===== config.mk =====
export PLATFORM = sky130hd
export DESIGN_NAME = case_blind_substring_match
export DESIGN_NICKNAME = d
export VERILOG_FILES = /design/src/rtl/core/csm_pkg.sv /design/src/rtl/core/csm_cell.sv /design/src/rtl/core/case_blind_substring_match.sv
export VERILOG_INCLUDE_DIRS = /design/src /design/src/rtl/core
export SDC_FILE = /design/constraint.sdc
export NUM_CORES = 1
export LEC_CHECK = 0
export ABC_AREA = 0
export ABC_CLOCK_PERIOD_IN_PS = 1800
export BUFFER_PORTS_ARGS = -buffer_cell sky130_fd_sc_hd__buf_2
export CORE_MARGIN = 5
export CORE_UTILIZATION = 49
export CTS_CLUSTER_SIZE = 40
export DETAILED_ROUTE_END_ITERATION = 7
export GPL_TIMING_DRIVEN = 0
export MAX_ROUTING_LAYER = met4
export PLACE_DENSITY = 0.79
export SETUP_SLACK_MARGIN = 0.1
export SLEW_MARGIN = 20
export SYNTH_ARGS = -nofsm -noshare
export SYNTH_HDL_FRONTEND = slang
export SYNTH_SLANG_ARGS = --single-unit

===== constraint.sdc =====
create_clock -name clk -period 1.8 [get_ports clk]
set_input_delay 0.45 -clock clk [delete_from_list [all_inputs] [get_ports clk]]
set_output_delay 0.45 -clock clk [all_outputs]
set_load 0.02 [all_outputs]

===== src/rtl/core/case_blind_substring_match_assert.svh =====
// Assertion macros for the case-blind substring matcher.
`ifndef CASE_BLIND_SUBSTRING_MATCH_ASSERT_SVH
`define CASE_BLIND_SUBSTRING_MATCH_ASSERT_SVH

// Same-cycle implication, disabled while reset is asserted.
`define CSM_ASSERT_SAME(lbl, clk, rst_n, ante, cons, msg) \
  lbl: assert property (@(posedge clk) disable iff (!rst_n) (ante) |-> (cons)) \
    else $error(msg);

// Next-cycle implication, disabled while reset is asserted.
`define CSM_ASSERT_NEXT(lbl, clk, rst_n, ante, cons, msg) \
  lbl: assert property (@(posedge clk) disable iff (!rst_n) (ante) |=> (cons)) \
    else $error(msg);

`endif


===== src/rtl/core/csm_pkg.sv =====
// Shared constants, types and the character compare function for the case-blind substring matcher.
`default_nettype none

package csm_pkg;

  localparam int PATTERN_MAX_DEF = 8;
  localparam int CHAR_W          = 8;
  localparam int LEN_W           = 4;
  localparam int CFG_DATA_W      = 64;
  localparam int CFG_IDX_W       = 1;

  localparam logic [CHAR_W-1:0] FOLD_MASK = 8'hdf;

  // Register indexes on the config port
  localparam logic [CFG_IDX_W-1:0] REG_PATTERN_BYTES  = 1'b0;
  localparam logic [CFG_IDX_W-1:0] REG_PATTERN_LENGTH = 1'b1;

  // Control broadcast to every cell of the chain
  typedef struct packed {
    logic step;    // request carries a character
    logic clear;   // final request of the haystack
    logic pat_we;  // pattern bytes being written
  } cell_ctrl_t;

  // Equal after folding bit 5
  function automatic logic chars_equal(input logic [CHAR_W-1:0] a,
                                       input logic [CHAR_W-1:0] b);
    chars_equal = ((a ^ b) & FOLD_MASK) == '0;
  endfunction

endpackage

`default_nettype wire


===== src/rtl/core/csm_cell.sv =====
// One pattern position: holds its pattern byte and its prefix-hit bit.
`default_nettype none

module csm_cell #(
  parameter bit FIRST = 1'b0
) (
  input  wire                           clk,
  input  wire                           rst_n,
  input  wire csm_pkg::cell_ctrl_t      ctrl,
  input  wire [csm_pkg::CHAR_W-1:0]     pat_byte,
  input  wire [csm_pkg::CHAR_W-1:0]     ch,
  input  wire                           enable,   // position lies inside the pattern
  input  wire                           prev_hit, // neighbor's stored hit
  output logic                          hit_r,
  output logic                          hit_now   // hit including current character
);

  logic [csm_pkg::CHAR_W-1:0] pat_byte_r;

  assign hit_now = (prev_hit | FIRST) & enable & csm_pkg::chars_equal(pat_byte_r, ch);

  always_ff @(posedge clk) begin
    if (!rst_n) begin
      pat_byte_r <= '0;
      hit_r      <= 1'b0;
    end else begin
      if (ctrl.pat_we) begin
        pat_byte_r <= pat_byte;
      end
      if (ctrl.clear) begin
        hit_r <= 1'b0;
      end else if (ctrl.step) begin
        hit_r <= hit_now;
      end
    end
  end

endmodule

`default_nettype wire


===== src/rtl/core/case_blind_substring_match.sv =====
// Top level of the case-blind substring matcher: cell chain, match flags, result skid.
// Throughput: one request per cycle while the skid is empty; a skid stage keeps intake going
//   while one result waits on a stalled output.
// Latency: a final request's result is valid the cycle after acceptance unless the output is stalled.
// Per-character update is one pass through a cell: a folded byte compare and an AND.
// Reset (rst_n low at a clock edge) clears pattern, length, hit chain, flags, results.
`default_nettype none

module case_blind_substring_match #(
  parameter int PATTERN_MAX = csm_pkg::PATTERN_MAX_DEF  // 1..8 pattern characters
) (
  input  wire                              clk,
  input  wire                              rst_n,
  // haystack requests
  input  wire                              in_valid,
  output logic                             in_stall,
  input  wire [csm_pkg::CHAR_W-1:0]        in_ch,
  input  wire                              in_no_char,
  input  wire                              in_last,
  // results
  output logic                             out_valid,
  input  wire                              out_stall,
  output logic                             out_found,
  // configuration writes
  input  wire                              cfg_we,
  input  wire [csm_pkg::CFG_IDX_W-1:0]     cfg_index,
  input  wire [csm_pkg::CFG_DATA_W-1:0]    cfg_wdata
);

  `include "case_blind_substring_match_assert.svh"

  localparam int LEN_W = csm_pkg::LEN_W;

  // ---------------------------------------------------------------------------
  // Configuration: pattern bytes live inside the cells, the length lives here.
  // ---------------------------------------------------------------------------
  logic [LEN_W-1:0] pat_len_r;
  logic [LEN_W-1:0] len_eff;
  logic             pat_bytes_we;
  logic             pat_len_we;

  always_comb begin
    pat_bytes_we = 1'b0;
    pat_len_we   = 1'b0;
    unique case (cfg_index)
      csm_pkg::REG_PATTERN_BYTES:  pat_bytes_we = cfg_we;
      csm_pkg::REG_PATTERN_LENGTH: pat_len_we   = cfg_we;
      default: ;
    endcase
  end

  always_ff @(posedge clk) begin
    if (!rst_n) begin
      pat_len_r <= '0;
    end else if (pat_len_we) begin
      pat_len_r <= cfg_wdata[LEN_W-1:0];
    end
  end

  // Lengths past the chain behave as a full-length pattern
  assign len_eff = (pat_len_r > LEN_W'(PATTERN_MAX)) ? LEN_W'(PATTERN_MAX) : pat_len_r;

  // ---------------------------------------------------------------------------
  // Request handshake and cell control
  // ---------------------------------------------------------------------------
  logic                 in_acc;
  csm_pkg::cell_ctrl_t  ctrl;

  assign in_acc     = in_valid & ~in_stall;
  assign ctrl.step  = in_acc & ~in_no_char;
  assign ctrl.clear = in_acc & in_last;
  assign ctrl.pat_we = pat_bytes_we;

  // ---------------------------------------------------------------------------
  // Shift-and chain: cell k holds "pattern[0..k] ends at the latest character"
  // and hands that bit to cell k+1 for the next character.
  // ---------------------------------------------------------------------------
  logic [PATTERN_MAX-1:0] hit_r;
  logic [PATTERN_MAX-1:0] hit_now;
  logic [PATTERN_MAX-1:0] end_hit;

  for (genvar k = 0; k < PATTERN_MAX; k++) begin : g_cell
    logic prev;
    if (k == 0) begin : g_head
      assign prev = 1'b0;
    end else begin : g_link
      assign prev = hit_r[k-1];
    end

    csm_cell #(
      .FIRST (k == 0)
    ) u_cell (
      .clk      (clk),
      .rst_n    (rst_n),
      .ctrl     (ctrl),
      .pat_byte (cfg_wdata[k*csm_pkg::CHAR_W +: csm_pkg::CHAR_W]),
      .ch       (in_ch),
      .enable   (LEN_W'(k) < len_eff),
      .prev_hit (prev),
      .hit_r    (hit_r[k]),
      .hit_now  (hit_now[k])
    );

    // full match only counts at the cell of the last pattern character
    assign end_hit[k] = hit_now[k] & (len_eff == LEN_W'(k + 1));
  end

  // ---------------------------------------------------------------------------
  // Per-haystack flags
  // ---------------------------------------------------------------------------
  logic seen_match_r, seen_match_nxt;
  logic seen_char_r, seen_char_nxt;
  logic res_found;

  assign seen_match_nxt = seen_match_r | (ctrl.step & (|end_hit));
  assign seen_char_nxt  = seen_char_r | ctrl.step;
  // empty pattern matches any haystack that held a character
  assign res_found      = seen_char_nxt & ((len_eff == '0) | seen_match_nxt);

  always_ff @(posedge clk) begin
    if (!rst_n) begin
      seen_match_r <= 1'b0;
      seen_char_r  <= 1'b0;
    end else if (ctrl.clear) begin
      seen_match_r <= 1'b0;
      seen_char_r  <= 1'b0;
    end else begin
      seen_match_r <= seen_match_nxt;
      seen_char_r  <= seen_char_nxt;
    end
  end

  // ---------------------------------------------------------------------------
  // Result register plus skid: a new result lands in the skid while the output
  // is held; intake stops only once the skid is occupied.
  // ---------------------------------------------------------------------------
  logic out_valid_r, out_found_r;
  logic skid_valid_r, skid_found_r;
  logic out_free;

  assign out_free = ~out_valid_r | ~out_stall;

  always_ff @(posedge clk) begin
    if (!rst_n) begin
      out_valid_r  <= 1'b0;
      out_found_r  <= 1'b0;
      skid_valid_r <= 1'b0;
      skid_found_r <= 1'b0;
    end else if (out_free) begin
      if (skid_valid_r) begin
        out_valid_r  <= 1'b1;
        out_found_r  <= skid_found_r;
        skid_valid_r <= 1'b0;
      end else begin
        out_valid_r <= ctrl.clear;
        out_found_r <= res_found;
      end
    end else if (ctrl.clear) begin
      skid_valid_r <= 1'b1;
      skid_found_r <= res_found;
    end
  end

  assign in_stall  = skid_valid_r;
  assign out_valid = out_valid_r;
  assign out_found = out_found_r;

  // ---------------------------------------------------------------------------
  // Assertions
  // ---------------------------------------------------------------------------
  `CSM_ASSERT_SAME(a_skid_behind_out, clk, rst_n, skid_valid_r, out_valid_r,
                   "skid holds a result while output register is empty")
  `CSM_ASSERT_NEXT(a_skid_fill_cause, clk, rst_n, !skid_valid_r && !(out_valid_r && out_stall),
                   !skid_valid_r, "skid filled although output was free")
  `CSM_ASSERT_NEXT(a_nonlast_no_result, clk, rst_n,
                   in_acc && !in_last && !out_valid_r && !skid_valid_r, !out_valid_r,
                   "result produced by a non-final request")
  `CSM_ASSERT_NEXT(a_clear_after_last, clk, rst_n, ctrl.clear,
                   !seen_char_r && !seen_match_r && (hit_r == '0),
                   "state not cleared after final request")

endmodule

`default_nettype wire


==> results of run 1 <==
## layout make-up
| class | instances | area (um^2) | share of cell area |
|---|---|---|---|
| inverters | 1 | 3.75 | 0.000841 |
| well taps | 99 | 124 | 0.0277 |
| repair buffers | 76 | 400 | 0.0897 |
| flip-flops and latches | 73 | 1470 | 0.330 |
| clock inverters | 3 | 40.0 | 0.00897 |
| plain buffers | 30 | 228 | 0.0510 |
| multi-input cells | 329 | 2050 | 0.459 |
| clock buffers | 13 | 149 | 0.0334 |
## per-layer routing
metal | share of wire | vias to the layer above
met5 | 0 | -
met4 | 0.030 | 0
met3 | 0.057 | 28
met2 | 0.47 | 116
met1 | 0.45 | 1516
li1 | - | 1617
## critical path, stage by stage (launching register included)
cell	delay (ns)
dfxtp_2	0.34
xor2_2	0.16
or4_4	0.55
nor3_4	0.14
a2111o_1	0.17
nor2_1	0.06
o311ai_1	0.20
## power by group
part	internal, W	total [W]	leakage (nW)	switching, W
Clock	0.000676	0.00127	0.0974	0.000590
Combinational	0.000233	0.000506	1.05	0.000273
Sequential	0.00168	0.00173	0.599	0.0000477
Total	0.00259	0.00350	1.75	0.000910
## sequential cells by signal, indices dropped and copies added (netlist names)
name and flops:
g_cell.u_cell.pat_byte_r 56, g_cell.u_cell.hit_r 7, pat_len_r 4, in_stall 1, out_found 1, out_valid 1
seen_char_r 1, seen_match_r 1, skid_found_r 1
## kinds of logic (layout without fill, tap and decap cells)
logic type                after synthesis  in the layout
buffers and inverters                  31            123
DFF                                    73             73
and+or+nand+nor                       187            187
xor gates and xnor gates               56             56
AOI/OAI and AO/OA                      86             86
## per-stage QoR
stage / power, W / TNS [ns] / std cells
6_report: 0.00350 / 0 / 624
5_1_grt: 0.00365 / -0.0334 / 624
4_1_cts: 0.00350 / 0 / 616
3_5_place_dp: 0.00223 / -7.89 / 598
3_3_place_gp: 0.00222 / -7.92 / 598
2_1_floorplan: 0.00206 / -0.0340 / 433
## worst paths after layout
kind              cells past startpoint                      startpoint                        endpoint  slack (ns)
hold reg to reg                       2          g_cell[6].u_cell.hit_r          g_cell[6].u_cell.hit_r        0.46
setup / recovery                      6  g_cell[5].u_cell.pat_byte_r[6]                    skid_found_r        0.07
setup reg to reg                      6  g_cell[5].u_cell.pat_byte_r[6]                    skid_found_r        0.07
hold / removal                        3                   cfg_wdata[46]  g_cell[5].u_cell.pat_byte_r[6]        0.34
## placed cells by master (no fill, tap or decap), types with 7 or more instances in the layout
cell type	n
nand2_1	127
nand3_1	7
nand4_1	8
buf_4	9
dfxtp_1	65
a21boi_0	61
nor2_1	17
buf_2	68
xor2_1	23
clkbuf_1	14
xnor2_1	30
dfxtp_2	8
a21oi_1	8
clkbuf_8	10
## repair_timing
| action | 4_1_cts | 5_1_grt |
|---|---|---|
| endpoints found under the setup margin | 6 | 41 |
| pin swaps | 11 | 10 |
| setup buffers | 2 | 6 |
| gates cloned | 0 | 2 |
| hold buffers | 0 | 0 |
| gates resized for setup | 20 | 16 |
==> flow_metrics.env, run 1 <==
export IMPL_status="complete, no violations"
export IMPL_fp_row_count=31
export IMPL_tightest_slew_ns=0.823
export IMPL_dpl_cell_area_um2=4090
export IMPL_cts_sinks=73
export IMPL_synthesis_area_um2=3580
export IMPL_vias_per_cell=5.25
export IMPL_synth_seq_cells=73
export IMPL_nets=600
export IMPL_cts_path_max_buffers=2
export IMPL_initial_core_util=0.498
export IMPL_min_period_ns=1.73
export IMPL_cts_tree="done"
export IMPL_critPathLaunchType="flop"
export IMPL_clk_latency_ns=0.34
export IMPL_synth_compound_area_frac=0.175
export IMPL_grt_setup_unrepaired="true"
export IMPL_synth_area_per_cell_um2=8.26
export IMPL_pin_count=83
export IMPL_crit_path_end_kind="flop"
export IMPL_grt_usage=0.219
export IMPL_arrival_ns=1.98
export IMPL_fin_crit_sh=0.959
export IMPL_cts_root_buf="clkbuf_8"
export IMPL_gp_congestion=0.937
export IMPL_h_tree_depth=3
export IMPL_design_area_um2=4460
export IMPL_drt_pass1_iter_count=7
export IMPL_numCtsBuffers=9
export IMPL_fin_skew_ns=0.00389
export IMPL_synth_ff_type="dfxtp_1"
export IMPL_synth_common_cells="128 x nand2_1, 73 x dfxtp_1, 61 x a21boi_0"
export IMPL_fin_util=0.622
export IMPL_postRouteAntennaNets=0
export IMPL_grtUsageMet3=0.0489
export IMPL_yosys_warnings=0
export IMPL_synth_top_family_by_area="simple AND/OR/NAND/NOR gates"
export IMPL_required_ns=2.05
export IMPL_path_clk_slew_ns=0.07
export IMPL_antenna_found_initial=0
export IMPL_synth_fa_ha_area_frac=0
export IMPL_power_density_nw_per_um2=784
export IMPL_met1_usage=0.277
export IMPL_fp_coreArea_um2=7180
export IMPL_wl_um=9380
export IMPL_yosys_area_top_type="dfxtp_1"
export IMPL_ir_drop_v=0.000381
export IMPL_grt_pass1_wl_um=14900
export IMPL_synth_cell_type_count=42
export IMPL_filler_cell_count=636
export IMPL_synth_top_area_frac=0.409
export IMPL_syn_inst=433
export IMPL_fp_dieW_um=95.4
export IMPL_synthMuxAreaShare=0
export IMPL_timing_final_ws_setup_ns=0.0742
export IMPL_vias=3277
export IMPL_hp_class="primary input to flop"
export IMPL_dp_slack_ns=-0.316
export IMPL_drive_above_1_share=0.246
export IMPL_grtUsageMet2=0.336
export IMPL_syn_nets=513
export IMPL_power_leakage_nw=1.75
export IMPL_whs_ns=0.345
export IMPL_drt_iter0_drc=180
export IMPL_synth_seq_area_share=0.409
export IMPL_synth_most_common_cell="nand2_1"
export IMPL_grt_ovfl_total=0
export IMPL_setup_violations=0
export IMPL_synth_area_leaders="dfxtp_1 41%, nand2_1 13%, a21boi_0 13%"
export IMPL_die_height_um=95.4
export IMPL_portBuffers=66
export IMPL_final_hold_viol_count=0
export IMPL_synth_xor_area_frac=0.139
export IMPL_routedWlPerCell_um=15.0
export IMPL_async_flop_share=0
export IMPL_syn2layout_area_growth_pct=24.8
export IMPL_hpwl_um=6730
export IMPL_synth_edff_count=0
export IMPL_grt_most_used_layer="met2"
export IMPL_diodes=0
export IMPL_synth_simple_gate_area_frac=0.231
export IMPL_grt_pass1_vias=3142
export IMPL_fp_dieArea_um2=9110
export IMPL_grt_max_degree=12
export IMPL_drc=0
export IMPL_cap_viol_max_count=0
export IMPL_worstSetupPathType="flop to flop"
export IMPL_relSlewSlack=0.448
export IMPL_drv_slew=0
export IMPL_max_freq_mhz=579
export IMPL_crit_fanout=2
Note: power is estimated with default switching activity, not from simulation.
==> run 2: changes to the inputs <==
Settings changed: CELL_PAD_IN_SITES_DETAIL_PLACEMENT set to 1, CELL_PAD_IN_SITES_GLOBAL_PLACEMENT set to 2, CORE_UTILIZATION 49 to 28, PLACE_DENSITY 0.79 to 0.78.
==> run 2 against run 1 <==
Effect of this change:
- critical path depth did not move
- final cell count rose by 11%
- total power rose by 26%
- clock-buffer cell count fell by 3
- clock skew rose by 0.0017 ns
- global-route usage fell by 6.3 points
- first-iteration DRC count fell by 23%
- critical endpoint is now out_found
- highest routed layer unchanged
==> flow_metrics.env, run 2 (synthesis results as in run 1) <==
export IMPL_drt_iter0_drc=138
export IMPL_power_leakage_nw=1.81
export IMPL_power_density_nw_per_um2=941
export IMPL_gp_congestion=0.906
export IMPL_setup_tns_ns=0
export IMPL_required_ns=2.01
export IMPL_die_height_um=123
export IMPL_grt_setup_unrepaired="true"
export IMPL_vias_per_cell=4.61
export IMPL_grt_max_degree=13
export IMPL_cts_sinks=73
export IMPL_path_clk_slew_ns=0.06
export IMPL_pin_count=83
export IMPL_whs_endpoint="g_cell[5].u_cell.pat_byte_r[6]"
export IMPL_fp_row_count=41
export IMPL_fp_dieW_um=123
export IMPL_antenna_found_initial=0
export IMPL_wl_um=10900
export IMPL_fp_coreArea_um2=12600
export IMPL_drc=0
export IMPL_max_freq_mhz=563
export IMPL_hp_class="primary input to flop"
export IMPL_drv_slew=0
export IMPL_cts_root_buf="clkbuf_16"
export IMPL_grt_ovfl_total=0
export IMPL_clk_latency_ns=0.33
export IMPL_largest_reg_flops=56
export IMPL_holdPathStages=3
export IMPL_reg2reg_slack_ns=0.02
export IMPL_postRouteAntennaNets=0
export IMPL_placedCellCount=671
export IMPL_vias=3193
export IMPL_largest_register="g_cell.u_cell.pat_byte_r"
export IMPL_fp_dieArea_um2=15100
export IMPL_portBuffers=66
export IMPL_routedWlPerCell_um=15.8
export IMPL_seqCellArea_um2=1470
export IMPL_grt_pass1_wl_um=17500
export IMPL_grt_pass1_vias=3473
export IMPL_drive_above_1_share=0.250
export IMPL_grt_usage=0.156
export IMPL_h_tree_depth=3
export IMPL_arrival_ns=1.99
export IMPL_final_cells=692
export IMPL_reg2regPathDepth=6
export IMPL_tightest_slew_ns=0.905
export IMPL_status="complete, no violations"
export IMPL_cts_tree="done"
export IMPL_ir_drop_v=0.000457
export IMPL_diodes=0
export IMPL_final_cell_mix="127 x nand2_1, 67 x dfxtp_1, 66 x buf_2, 61 x a21boi_0, 30 x xnor2_1"
export IMPL_fin_skew_ns=0.00558
export IMPL_filler_cell_count=1502
export IMPL_critPathLaunchType="flop"
export IMPL_cts_hold_buffers=0
export IMPL_min_from="cfg_wdata[46]"
export IMPL_final_hold_viol_count=0
export IMPL_worstSetupPathType="flop to flop"
export IMPL_syn2layout_area_growth_pct=31.4
export IMPL_initial_core_util=0.285
export IMPL_numCtsBuffers=9
export IMPL_crit_fanout=10
export IMPL_timing_rr_end="out_found"
export IMPL_nets=595
export IMPL_drt_pass1_iter_count=4
export IMPL_cts_path_max_buffers=2
export IMPL_hpwl_um=8270
export IMPL_final_common_cell="nand2_1"
export IMPL_multi_input_area_um2=2050
export IMPL_min_period_ns=1.78
export IMPL_fin_crit_sh=0.987
export IMPL_relSlewSlack=0.392
export IMPL_setup_violations=0
export IMPL_crit_path_end_kind="flop"
export IMPL_largestRegisters="g_cell.u_cell.pat_byte_r: 56 flops, g_cell.u_cell.hit_r: 7 flops, pat_len_r: 4 flops"
export IMPL_reg2reg_from="pat_len_r[3]"
export IMPL_cap_viol_max_count=0
[run 2: changes by cell type in the layout (fill, tap and decap cells not counted), moves of 2 or more]
| cell | before | now |
|---|---|---|
| buf_1 | 5 | 2 |
| buf_2 | 68 | 66 |
| buf_4 | 9 | 6 |
| bufinv_16 | 1 | 4 |
| clkbuf_1 | 14 | 11 |
| clkbuf_16 | 0 | 9 |
| clkbuf_2 | 3 | 7 |
| clkbuf_8 | 10 | 0 |
| dfxtp_1 | 65 | 67 |
| dfxtp_2 | 8 | 6 |
[run 2: layer usage]
metal / track usage / share of wire / vias to the layer above
li1: - / - / 1607
met1: 0.196 / 0.45 / 1516
met2: 0.257 / 0.50 / 60
met3: 0.0274 / 0.038 / 10
met4: 0.0478 / 0.014 / 0
met5: - / 0 / -
[run 2: timing repair]
item                                    4_1_cts  5_1_grt
pin swaps                                    11        8
buffers inserted                              1        4
gates resized for setup                      21       18
endpoints found under the setup margin       46       29
[run 2: per-stage QoR]
stage,total power (W),utilization,hold slack (ns),setup slack (ns),cell area (um^2)
3_5_place_dp,0.00226,0.333,0.445,-0.369,4180
2_1_floorplan,0.00206,-,0.427,-0.0340,3640
6_report,0.00442,0.374,0.357,0.0226,4700
4_1_cts,0.00445,0.366,0.343,0.0308,4600
3_3_place_gp,0.00224,0.333,0.438,-0.360,4180
5_1_grt,0.00460,0.374,0.365,-0.0928,4700
[run 2: area by class of cell]
| type | instances | share of cell area |
|---|---|---|
| timing repair buffer | 71 | 0.0783 |
| clock buffer | 10 | 0.0487 |
| buffer | 30 | 0.0495 |
| clock inverter | 6 | 0.0277 |
| sequential | 73 | 0.313 |
| inverter | 1 | 0.000799 |
| tap | 172 | 0.0458 |
| multi-input combinational | 329 | 0.436 |
[run 2: worst max path at each step]
stage | to | slack (ns) | startpoint | cells past startpoint
2_1_floorplan | skid_found_r | -0.03 | in_ch[6] | 7
3_3_place_gp | skid_found_r | -0.36 | in_valid | 7
3_5_place_dp | g_cell[7].u_cell.pat_byte_r[6] | -0.37 | cfg_we | 6
4_1_cts | skid_found_r | 0.03 | g_cell[5].u_cell.pat_byte_r[1] | 6
5_1_grt | skid_found_r | -0.09 | g_cell[5].u_cell.pat_byte_r[1] | 6
6_report | out_found | 0.02 | pat_len_r[3] | 6
[run 2: power by group]
| part | switching, W | total, W | internal, W | leakage, nW |
|---|---|---|---|---|
| combinational | 0.000281 | 0.000513 | 0.000231 | 1.04 |
| clock | 0.000685 | 0.00217 | 0.00149 | 0.176 |
| sequential | 0.0000462 | 0.00173 | 0.00168 | 0.598 |
| total | 0.00101 | 0.00442 | 0.00341 | 1.81 |
[run 2: critical path: stages (launching register included)]
cell and delay, ns:
dfxtp_1 0.31, buf_6 0.14, and3_4 0.17, a41o_1 0.23, a2111o_1 0.40, a311oi_2 0.30
o22ai_1 0.11
